`config.mk`:
```
export PLATFORM = sky130hd
export DESIGN_NAME = timed_command_scheduler_core
export DESIGN_NICKNAME = d
export VERILOG_FILES = /design/src/design/tcs_pkg.sv /design/src/design/tcs_ctrl.sv /design/src/design/tcs_datapath.sv /design/src/design/timed_command_scheduler_core.sv
export SDC_FILE = /design/constraint.sdc
export NUM_CORES = 2
export LEC_CHECK = 0
export BUFFER_PORTS_ARGS = -buffer_cell sky130_fd_sc_hd__buf_4
export CAP_MARGIN = 40
export CORE_MARGIN = 2
export CORE_UTILIZATION = 50
export CTS_CLUSTER_DIAMETER = 150
export DETAILED_ROUTE_END_ITERATION = 16
export PLACE_DENSITY = 0.65
export SLEW_MARGIN = 20
export SYNTH_ARGS = -nofsm -noshare
export SYNTH_HDL_FRONTEND = slang
export SYNTH_SLANG_ARGS = --single-unit
```
`constraint.sdc`:
```
create_clock -name clk -period 11.2 [get_ports clk]
set_input_delay 1.68 -clock clk [delete_from_list [all_inputs] [get_ports clk]]
set_output_delay 1.68 -clock clk [all_outputs]
set_load 0.01 [all_outputs]
```
`src/design/tcs_pkg.sv`:
```
package tcs_pkg;

  localparam int CAPACITY = 16;
  localparam int MAX_OUT = 16;
  localparam int SLOT_W = $clog2(CAPACITY);
  localparam int NOUT_W = $clog2(MAX_OUT + 1);
  localparam int NPS_W = 30;
  localparam logic [NPS_W-1:0] NPS_RESET = 30'd100000;
  localparam int MS_W = 15;
  localparam logic [19:0] NS_PER_MS = 20'd1000000;
  localparam int DIVD_W = 35;
  localparam int DCNT_W = $clog2(DIVD_W);
  localparam int CNT_W = 32;

  localparam logic [1:0] ST_REGISTERED = 2'd0;
  localparam logic [1:0] ST_BAD_KIND = 2'd1;
  localparam logic [1:0] ST_FULL = 2'd2;
  localparam logic [1:0] ST_DUE = 2'd3;

  localparam logic [1:0] KIND_ANALOG_OUT = 2'd0;
  localparam logic [1:0] KIND_ANALOG_IN = 2'd1;
  localparam logic [1:0] KIND_CALLBACK = 2'd2;
  localparam logic [1:0] KIND_UNKNOWN = 2'd3;

  localparam logic CMD_REGISTER = 1'b0;
  localparam logic CMD_TICK = 1'b1;

  typedef enum logic [2:0] {
    S_IDLE,
    S_REG,
    S_DIV,
    S_SUM,
    S_SCAN,
    S_PICK,
    S_FINAL
  } state_t;

  typedef struct packed {
    logic load;
    logic start_div;
    logic div_step;
    logic commit;
    logic set_err;
    logic scan_step;
    logic take;
    logic next_group;
    logic emit_last;
  } ctrl_cmd_t;

  typedef struct packed {
    logic is_tick;
    logic full;
    logic bad_kind;
    logic div_last;
    logic scan_last;
    logic found;
    logic group;
    logic n_last;
    logic pend_valid;
    logic out_free;
  } dp_status_t;

endpackage

```
`src/design/tcs_ctrl.sv`:
```
module tcs_ctrl
  import tcs_pkg::*;
(
  input  logic       clk,
  input  logic       rst,
  input  logic       in_valid,
  input  dp_status_t sts,
  output logic       in_stall,
  output ctrl_cmd_t  ctl,
  output state_t     state
);

  state_t state_next;

  always_ff @(posedge clk) begin
    if (rst) begin
      state <= S_IDLE;
    end else begin
      state <= state_next;
    end
  end

  always_comb begin
    state_next = state;
    ctl = '0;
    in_stall = (state != S_IDLE);
    case (state)
      S_IDLE: begin
        if (in_valid) begin
          ctl.load = 1'b1;
          state_next = S_REG;
        end
      end
      S_REG: begin
        if (sts.is_tick) begin
          state_next = S_SCAN;
        end else if (sts.full || sts.bad_kind) begin
          ctl.set_err = 1'b1;
          state_next = S_FINAL;
        end else begin
          ctl.start_div = 1'b1;
          state_next = S_DIV;
        end
      end
      S_DIV: begin
        ctl.div_step = 1'b1;
        if (sts.div_last) begin
          state_next = S_SUM;
        end
      end
      S_SUM: begin
        ctl.commit = 1'b1;
        state_next = S_FINAL;
      end
      S_SCAN: begin
        ctl.scan_step = 1'b1;
        if (sts.scan_last) begin
          state_next = S_PICK;
        end
      end
      S_PICK: begin
        if (sts.found) begin
          // the held result goes out as not-last before the new one replaces it
          if (!sts.pend_valid || sts.out_free) begin
            ctl.take = 1'b1;
            state_next = sts.n_last ? S_FINAL : S_SCAN;
          end
        end else if (!sts.group) begin
          ctl.next_group = 1'b1;
          state_next = S_SCAN;
        end else begin
          state_next = S_FINAL;
        end
      end
      S_FINAL: begin
        if (!sts.pend_valid) begin
          state_next = S_IDLE;
        end else if (sts.out_free) begin
          ctl.emit_last = 1'b1;
          state_next = S_IDLE;
        end
      end
      default: begin
        state_next = S_IDLE;
      end
    endcase
  end

endmodule

```
`src/design/tcs_datapath.sv`:
```
module tcs_datapath
  import tcs_pkg::*;
(
  input  logic              clk,
  input  logic              rst,
  input  ctrl_cmd_t         ctl,
  output dp_status_t        sts,
  input  logic              cmd,
  input  logic [1:0]        command_kind,
  input  logic signed [15:0] delay_ms,
  input  logic [31:0]       payload,
  input  logic              cfg_valid,
  input  logic              cfg_ready,
  input  logic [NPS_W-1:0]  cfg_data,
  output logic              out_valid,
  input  logic              out_stall,
  output logic [1:0]        status,
  output logic [3:0]        slot,
  output logic [1:0]        due_kind,
  output logic [31:0]       due_payload,
  output logic              last_of_run
);

  logic [CAPACITY-1:0] busy;
  logic [CNT_W-1:0]    due_mem [CAPACITY];
  logic [1:0]          kind_mem [CAPACITY];
  logic [31:0]         pay_mem [CAPACITY];
  logic [CNT_W-1:0]    scan_counter;
  logic [NPS_W-1:0]    scan_period_ns;

  logic                in_cmd;
  logic [1:0]          in_kind;
  logic [15:0]         in_delay;
  logic [31:0]         in_payload;

  logic [DIVD_W-1:0]   quo;
  logic [NPS_W-1:0]    rem;
  logic [DCNT_W-1:0]   div_cnt;

  logic [SLOT_W-1:0]   idx;
  logic                group;
  logic [NOUT_W-1:0]   n_out;
  logic                found;
  logic [SLOT_W-1:0]   best_slot;
  logic [CNT_W-1:0]    best_due;
  logic [1:0]          best_kind;
  logic [31:0]         best_payload;

  logic                pend_valid;
  logic [1:0]          pend_status;
  logic [SLOT_W-1:0]   pend_slot;
  logic [1:0]          pend_kind;
  logic [31:0]         pend_payload;

  logic [SLOT_W-1:0]   free_slot;
  logic                full;
  logic [MS_W-1:0]     ms;
  logic [DIVD_W-1:0]   product;
  logic [NPS_W-1:0]    divisor;
  logic [NPS_W:0]      rem_sh;
  logic [NPS_W:0]      rem_sub;
  logic [DIVD_W:0]     due_sum;
  logic [CNT_W-1:0]    due_sat;
  logic                hit;
  logic                out_free;
  logic                emit;

  always_comb begin
    free_slot = '0;
    for (int i = CAPACITY - 1; i >= 0; i--) begin
      if (!busy[i]) begin
        free_slot = SLOT_W'(i);
      end
    end
  end

  assign full = &busy;
  assign ms = in_delay[15] ? '0 : in_delay[MS_W-1:0];
  assign product = DIVD_W'(ms) * DIVD_W'(NS_PER_MS);
  assign divisor = (scan_period_ns == '0) ? NPS_W'(1) : scan_period_ns;

  // restoring divide, one quotient bit per cycle
  assign rem_sh = {rem, quo[DIVD_W-1]};
  assign rem_sub = rem_sh - {1'b0, divisor};

  assign due_sum = (DIVD_W + 1)'(scan_counter) + (DIVD_W + 1)'(quo);
  assign due_sat = (due_sum[DIVD_W:CNT_W] != '0) ? '1 : due_sum[CNT_W-1:0];

  assign hit = busy[idx] && (due_mem[idx] <= scan_counter) &&
               ((kind_mem[idx] == KIND_CALLBACK) == group) &&
               (!found || (due_mem[idx] < best_due));

  assign out_free = !out_valid || !out_stall;
  assign emit = (ctl.take && pend_valid) || ctl.emit_last;

  assign sts.is_tick = (in_cmd == CMD_TICK);
  assign sts.full = full;
  assign sts.bad_kind = (in_kind == KIND_UNKNOWN);
  assign sts.div_last = (div_cnt == DCNT_W'(DIVD_W - 1));
  assign sts.scan_last = (idx == SLOT_W'(CAPACITY - 1));
  assign sts.found = found;
  assign sts.group = group;
  assign sts.n_last = (n_out == NOUT_W'(MAX_OUT - 1));
  assign sts.pend_valid = pend_valid;
  assign sts.out_free = out_free;

  always_ff @(posedge clk) begin
    if (rst) begin
      scan_period_ns <= NPS_RESET;
    end else if (cfg_valid && cfg_ready) begin
      scan_period_ns <= cfg_data;
    end
  end

  always_ff @(posedge clk) begin
    if (ctl.load) begin
      in_cmd <= cmd;
      in_kind <= command_kind;
      in_delay <= delay_ms;
      in_payload <= payload;
    end
    if (ctl.start_div) begin
      quo <= product;
      rem <= '0;
      div_cnt <= '0;
    end else if (ctl.div_step) begin
      if (!rem_sub[NPS_W]) begin
        rem <= rem_sub[NPS_W-1:0];
      end else begin
        rem <= rem_sh[NPS_W-1:0];
      end
      quo <= {quo[DIVD_W-2:0], !rem_sub[NPS_W]};
      div_cnt <= div_cnt + DCNT_W'(1);
    end
    if (ctl.commit) begin
      due_mem[free_slot] <= due_sat;
      kind_mem[free_slot] <= in_kind;
      pay_mem[free_slot] <= in_payload;
    end
    if (ctl.scan_step && hit) begin
      best_slot <= idx;
      best_due <= due_mem[idx];
      best_kind <= kind_mem[idx];
      best_payload <= pay_mem[idx];
    end
    if (ctl.set_err) begin
      pend_status <= full ? ST_FULL : ST_BAD_KIND;
      pend_slot <= '0;
      pend_kind <= '0;
      pend_payload <= '0;
    end else if (ctl.commit) begin
      pend_status <= ST_REGISTERED;
      pend_slot <= free_slot;
      pend_kind <= '0;
      pend_payload <= '0;
    end else if (ctl.take) begin
      pend_status <= ST_DUE;
      pend_slot <= best_slot;
      pend_kind <= best_kind;
      pend_payload <= best_payload;
    end
    if (emit) begin
      status <= pend_status;
      slot <= 4'(pend_slot);
      due_kind <= pend_kind;
      due_payload <= pend_payload;
      last_of_run <= ctl.emit_last;
    end
  end

  always_ff @(posedge clk) begin
    if (rst) begin
      busy <= '0;
      scan_counter <= '0;
      idx <= '0;
      group <= 1'b0;
      n_out <= '0;
      found <= 1'b0;
      pend_valid <= 1'b0;
      out_valid <= 1'b0;
    end else begin
      if (ctl.load) begin
        if (cmd == CMD_TICK && scan_counter != '1) begin
          scan_counter <= scan_counter + CNT_W'(1);
        end
        idx <= '0;
        group <= 1'b0;
        n_out <= '0;
        found <= 1'b0;
        pend_valid <= 1'b0;
      end
      if (ctl.commit) begin
        busy[free_slot] <= 1'b1;
      end
      if (ctl.commit || ctl.set_err) begin
        pend_valid <= 1'b1;
      end
      if (ctl.scan_step) begin
        idx <= idx + SLOT_W'(1);
        if (hit) begin
          found <= 1'b1;
        end
      end
      if (ctl.take) begin
        busy[best_slot] <= 1'b0;
        n_out <= n_out + NOUT_W'(1);
        pend_valid <= 1'b1;
        found <= 1'b0;
        idx <= '0;
      end
      if (ctl.next_group) begin
        group <= 1'b1;
        idx <= '0;
      end
      if (ctl.emit_last) begin
        pend_valid <= 1'b0;
      end
      if (emit) begin
        out_valid <= 1'b1;
      end else if (!out_stall) begin
        out_valid <= 1'b0;
      end
    end
  end

endmodule

```
`src/design/timed_command_scheduler_core.sv`:
```
// channel | signals                                                  | flow
// in      | in_valid, in_stall, cmd, command_kind, delay_ms, payload | into block
// out     | out_valid, out_stall, status, slot, due_kind, due_payload,  | out of block
//         | last_of_run                                              |
// cfg     | cfg_valid, cfg_ready, cfg_data                           | into block
//
// a registration runs the bit-serial divider (35 steps) unless the table is full
// or the kind is bad; a tick walks the table once per result and once per group
// that ends the search
// reset clears the busy flags, the scan counter and the divisor (back to 100000)
// a stalled output holds the walk until the waiting transaction is taken
module timed_command_scheduler_core
  import tcs_pkg::*;
(
  input  logic               clk,
  input  logic               rst,
  input  logic               in_valid,
  output logic               in_stall,
  input  logic               cmd,
  input  logic [1:0]         command_kind,
  input  logic signed [15:0] delay_ms,
  input  logic [31:0]        payload,
  output logic               out_valid,
  input  logic               out_stall,
  output logic [1:0]         status,
  output logic [3:0]         slot,
  output logic [1:0]         due_kind,
  output logic [31:0]        due_payload,
  output logic               last_of_run,
  input  logic               cfg_valid,
  output logic               cfg_ready,
  input  logic [NPS_W-1:0]   cfg_data
);

  ctrl_cmd_t  ctl;
  dp_status_t sts;
  state_t     state;

  assign cfg_ready = 1'b1;

  tcs_ctrl u_ctrl (
    .clk      (clk),
    .rst      (rst),
    .in_valid (in_valid),
    .sts      (sts),
    .in_stall (in_stall),
    .ctl      (ctl),
    .state    (state)
  );

  tcs_datapath u_dp (
    .clk          (clk),
    .rst          (rst),
    .ctl          (ctl),
    .sts          (sts),
    .cmd          (cmd),
    .command_kind (command_kind),
    .delay_ms     (delay_ms),
    .payload      (payload),
    .cfg_valid    (cfg_valid),
    .cfg_ready    (cfg_ready),
    .cfg_data     (cfg_data),
    .out_valid    (out_valid),
    .out_stall    (out_stall),
    .status       (status),
    .slot         (slot),
    .due_kind     (due_kind),
    .due_payload  (due_payload),
    .last_of_run  (last_of_run)
  );

`ifndef NO_ASSERTIONS
  a_busy_after_accept: assert property (@(posedge clk) disable iff (rst)
    in_valid && !in_stall |=> in_stall)
    else $error("input accepted again right after a transaction");

  a_idle_no_pending: assert property (@(posedge clk) disable iff (rst)
    state == S_IDLE |-> !sts.pend_valid)
    else $error("held result left behind in idle");

  a_take_needs_found: assert property (@(posedge clk) disable iff (rst)
    ctl.take |-> sts.found && (!sts.pend_valid || sts.out_free))
    else $error("take without a due entry or a free output");
`endif

endmodule

```
# Word-level counts from Yosys, hierarchy flattened
# Memory sizes are Yosys's and may differ from the RTL's. A register that Yosys moved wholly into a read port is not among the register bits.
# Cells that the tools add are included.
# classes
add_sub_neg,6
multipliers,1
order_cmp,7
n_eq_ne,19
muxes,87
bitwise_logic,3
reduce_logical,37
# ops
op,n
4-bit 2-to-1 mux,24
35-bit 2-to-1 mux,2
30-bit 2-to-1 mux,2
16-bit 2-to-1 mux,3
32-bit by 35-bit adder with 36-bit output,1
32-bit by 1-bit adder with 32-bit output (second input constant),1
32-bit less-or-equal comparator,1
32-bit less-than comparator,1
1-bit 2-to-1 mux,32
32-bit 2-to-1 mux,1
32-bit != test (second input constant),1
31-bit by 30-bit subtractor with 31-bit output,1
30-bit zero test,1
15-bit by 14-bit multiplier with 29-bit output (second input constant),1
3-bit 2-to-1 mux,9
3-bit case mux with 7 select lines,1
16-bit bitwise AND,1
16-bit NOT,1
16-bit bitwise OR,1
16-bit AND reduction,1
4-bit by 5-bit less-than comparator with 1-bit output (second input constant),3
15-bit 2-to-1 mux,1
2-bit 2-to-1 mux,7
5-bit 2-to-1 mux,2
28 further kinds,61
# totals
ff_bits,335
mem_bits_rw,1056
inputBits,86
out_inout_bits,44
elab_cells,193
mem_count,3
# memory_table
memory,depth,width,rd,rd_ports_with_merged_regs,wr,line,source
u_dp.due_mem,16,32,1,1,1,tcs_datapath.sv:25,logic [CNT_W-1:0] due_mem [CAPACITY];
u_dp.pay_mem,16,32,1,1,1,tcs_datapath.sv:27,logic [31:0] pay_mem [CAPACITY];
u_dp.kind_mem,16,2,1,1,1,tcs_datapath.sv:26,logic [1:0] kind_mem [CAPACITY];

# Depth between registers and ports, before layout
# logic_depth
word_depth,25
ltp_mapped,23
depth_no_buf,22

# Cells and area by module
# A second synthesis with hierarchy kept.
# hier_totals
cells_unflattened,3690
area_unflattened_um2,61637.9
# by_module_without_submodules
module,n_inst,cells_each,area_each_um2,seq_area_each_um2
tcs_datapath,1,3652,61343.8,41009.3
tcs_ctrl,1,36,282.8,60.1
timed_command_scheduler_core,1,2,11.3,0.0

# Worst setup path after synthesis
# No wires, ideal clock.
# synth_path
path_type,reg-to-reg
startpoint,register with a tool-made name
endpoint,"register u_dp.best_due[0], read port of u_dp.due_mem (enable)"
setup_ps,521
arrival_time_ps,7437
required_time_ps,10679
slack_ps,3242
path_stages_with_launch,17
path_buffers,4
synth_period_minus_slack_ps,7958
path_cell_list,dfxtp_1 buf_2 buf_2 buf_1 buf_2 mux4_2 mux4_2 ha_1 a21o_1 a21o_1 a21oi_1 nor2_1 a211oi_1 o221ai_1 a211oi_1 o2111ai_1 a21oi_1
# synth_rtl
element,line,source
end: declaration,tcs_datapath.sv:45,logic [CNT_W-1:0] best_due;

# Worst setup path after layout
# layout_path
startpoint,register u_dp.in_delay[15]
endpoint,register u_dp.quo[34] (data pin)
# layout_between
elab_chain_cells,3
# layout_lines
element,line,source
start: declaration,tcs_datapath.sv:33,logic [15:0] in_delay;
start signal: assignment,tcs_datapath.sv:119,in_delay <= delay_ms;
15-bit 2-to-1 mux,tcs_datapath.sv:78,assign ms = in_delay[15] ? '0 : in_delay[MS_W-1:0];
15-bit by 14-bit multiplier with 29-bit output,tcs_datapath.sv:79,assign product = DIVD_W'(ms) * DIVD_W'(NS_PER_MS);
35-bit 2-to-1 mux,tcs_datapath.sv:122,if (ctl.start_div) begin
end signal: assignment,tcs_datapath.sv:123,quo <= product;
end signal: assignment,tcs_datapath.sv:132,"quo <= {quo[DIVD_W-2:0], !rem_sub[NPS_W]};"
end: declaration,tcs_datapath.sv:36,logic [DIVD_W-1:0] quo;
# No other way between the ends.
# A chain may end at the register's enable or synchronous reset.

==> metrics.md <==
| Metric | Value |
|---|---|
| Status | completed |
| Pre-antenna DRT Iters | 6 |
| Fraction of layout cells with a size suffix above 1 | 0.198 |
| Sequential fraction of the synthesis area | 0.666 |
| Syn-to-layout area delta | 13.9% |
| Leakage power | 0.0238 µW |
| Max-capacitance violation count | 0 |
| Number of setup violations in the final report | 0 |
| Final min period | 6270 ps |
| WS Path Type | reg -> reg |
| Chip Width | 355 µm |
| Hold Path Class | reg -> reg |
| Startpoint class of the critical path | flip-flop |
| Total gr overflow | 0 |
| Via/cell ratio | 5.87 |
| Post-synthesis instance total | 3726 |
| H-tree levels | 4 |
| CP endpoint kind | flip-flop |
| # rows | 128 |
| Largest family of logic cells by synthesized area | multiplexers |
| Nets | 4310 |
| Hold wc startpoint | u_dp.pend_status[1] |
| Top post-synthesis cells by area | edfxtp_1 61%, mux4_2 12%, dfxtp_1 5.8% |
| Synth top area share | 0.608 |
| Synth area leader | edfxtp_1 |
| DR DRC count | 0 |
| Max Fclk | 159 MHz |
| Worst endpoint data arrival time | 6760 ps |
| Syn Nets | 4091 |
| Initial Util | 0.505 |
| Reg2reg start | u_dp.in_delay[15] |
| Synth Area in Compound Gates | 0.0511 |
| WL/cell | 24.9 µm |
| Post-CTS Setup Bufs | 0 |
| Area of the core | 0.122 mm² |
| #FFs+latches synth | 1427 |
| Post-synthesis xor/xnor area fraction | 0.0153 |
| Global-route wire length before repair | 213 mm |
| Synth Area in Simple Gates | 0.0510 |
| Clock Tree Buf Depth | 3 |
| Clock sink total | 1427 |
| Synth Area per Inst | 16.5 µm² |
| Hold Path Sink | u_dp.status[1] |
| Worst Tran Pin Value | 834 ps |
| Dpl hpwl | 85.8 mm |
| Cts repair resizes | 0 |
| Power Dens Cells | 197 mW/mm² |
| Post-synthesis cell type count | 78 |
| Vias in the first global route | 33900 |
| DP Worst Slack | 4710 ps |
| Worst EP required | 11690 ps |
| Period utilisation layout | 0.560 |
| R2r endpoint | u_dp.quo[34] |
| Remaining antenna violation count after routing | 0 |
| Root Driver | clkbuf_16 |
| Area of the die | 0.126 mm² |
| Clock slew at reported path FFs | 60 ps |
| Final TNS setup | 0 ps |
| R2R Setup Slk | 4930 ps |
| Largest net degree at the start of global routing | 58 |
| Clock skew | 60.4 ps |
| Routed vias | 33400 |
| CTS Hold Bufs | 0 |
| Post-synth EDFFs | 1249 |
| Worst skew pair latency | 800 ps |
| Worst-path maximum fanout | 26 |
| Setup WS post-layout | 4930 ps |
| Post-synthesis adder-cell area fraction | 0.0625 |
| Ys async rst share | 0 |
| Synthesized area | 0.0616 mm² |
| Initial antenna violation count | 1 |
| Main synth FF type | edfxtp_1 |
| Final WL | 142 mm |
| Slew margin rel. | 0.430 |
| VDD IR max | 0.184 mV |
| Final Max Tran Viols | 0 |
| Initial DRC Count | 3295 |
| Mux share of post-synthesis cell area | 0.131 |
| RePlAce Congestion | 0.846 |
| Top Ports | 130 |
| WHS Path Cells | 0 |
| Total global-route track usage | 0.227 |
| CTS tree | built |
| Unrepaired setup endpoints after global routing | no |
| Hold Fails Final Rpt | 0 |
| Worst-case reg-to-reg path depth | 22 |
| Die H | 355 µm |
| IO Port Bufs | 128 |
| TritonCTS buffer count | 150 |
| YS warnings | 0 |
| Diode count | 0 |
[critical path, cell delays in order (launching register included)]
cell,delay [ps]
edfxtp_1,780
nand2b_1,410
inv_1,170
ha_1,310
inv_1,40
fa_1,470
inv_1,50
fa_1,540
inv_1,60
fa_1,490
inv_1,40
ha_1,290
ha_1,300
ha_1,380
a21o_1,210
a31o_2,250
a2111oi_0,340
o21ai_0,180
nand2_1,130
o2111ai_1,130
a21oi_1,190
xnor2_1,130
o21ai_0,80
[state kept, by name, summed over array words and instances (netlist names), 30 cells and up, named ones only]
signal,cells
u_dp.due_mem,512
u_dp.pay_mem,512
u_dp.quo,35
u_dp.best_due,32
u_dp.best_payload,32
u_dp.due_payload,32
u_dp.in_payload,32
u_dp.kind_mem,32
u_dp.pend_payload,32
u_dp.scan_counter,32
u_dp.rem,30
u_dp.scan_period_ns,30
[cells in the mapped netlist (11+ instances only)]
master and n:
a211oi_1 20, a21o_1 49, a21oi_1 161, a31oi_1 15
and2_1 12, and3_1 21, buf_1 25, buf_2 11
clkbuf_1 101, dfxtp_1 178, edfxtp_1 1249, fa_1 48
ha_1 231, inv_1 213, mux2i_1 48, mux4_2 334
nand2_1 230, nand2b_1 29, nand3_1 65, nand4_1 36
nor2_1 157, nor2b_1 31, nor3_1 34, nor4_1 12
o211ai_1 18, o21a_1 20, o21ai_0 106, o21bai_1 12
or3_1 13, xnor2_1 75, xor2_1 33
[per-stage QoR]
step	instance area (µm²)	hold slack (ps)	std cells	power [µW]	util
after global placement	64600	404	5384	9000	0.529
after detailed placement	65300	410	5414	9040	0.535
final	70200	421	5692	13800	0.575
after floorplan	61600	400	3726	8370	-
after global routing	70200	436	5692	14500	0.575
after CTS	70200	422	5688	13900	0.575
[worst max path at each step]
stage,from,endpoint,slack [ps],depth (start not counted)
after floorplan,flip-flop,u_dp.best_due[0],3240,16
after CTS,flip-flop,u_dp.best_payload[16],4650,17
after global routing,u_dp.in_delay[15],u_dp.quo[34],4530,22
after detailed placement,flip-flop,u_dp.best_payload[5],4710,17
final,u_dp.in_delay[15],u_dp.quo[34],4930,22
after global placement,flip-flop,u_dp.best_payload[21],4480,15
[final cells by class]
| cell class | count | area (µm²) |
|---|---|---|
| Fill cell | 9289 | 51800 |
| Multi-Input combinational cell | 1939 | 19300 |
| Clock buffer | 191 | 4050 |
| Tap cell | 1625 | 2030 |
| Timing Repair Buffer | 214 | 2080 |
| Inverter | 213 | 802 |
| Clock inverter | 83 | 861 |
| Sequential cell | 1427 | 41100 |
[placed cells by master, fill, tap and decap left out, types with 49 or more instances in the layout]
cell type and count:
clkbuf_16 150, o21ai_0 106, ha_1 231, nand2_1 229, inv_1 211, buf_4 184, a21o_1 49, dfxtp_1 170
mux4_2 334, edfxtp_1 1249, nand3_1 64, a21oi_1 160, nor2_1 141, xnor2_1 75
[where the power goes]
group          internal (µW)  total, µW  switching, µW
registers               6020       6190            167
clock network           2770       4880           2100
logic                   1220       2740           1510
total                  10000      13800           3790
[routing by layer]
layer  global-route usage  wire length, µm  vias to the layer above
met2                0.372            69400                      979
li1                     -                -                    15000
met3               0.0344             7900                      191
met1                0.321            61500                    17300
met5                    0                8                        -
met4               0.0615             3060                        2
[cells by family (layout without fill, tap and decap cells)]
kind of cell	count (synthesis)	in the layout
AO/OA/AOI/OAI	496	496
adder cells (fa/ha/maj)	279	279
XOR/XNOR	108	108
AND/OR/NAND/NOR	669	669
buffers and inverters	360	701
other	1	1
flip-flops	1427	1427
multiplexers	386	386
Note: power is estimated with default switching activity, not from simulation.
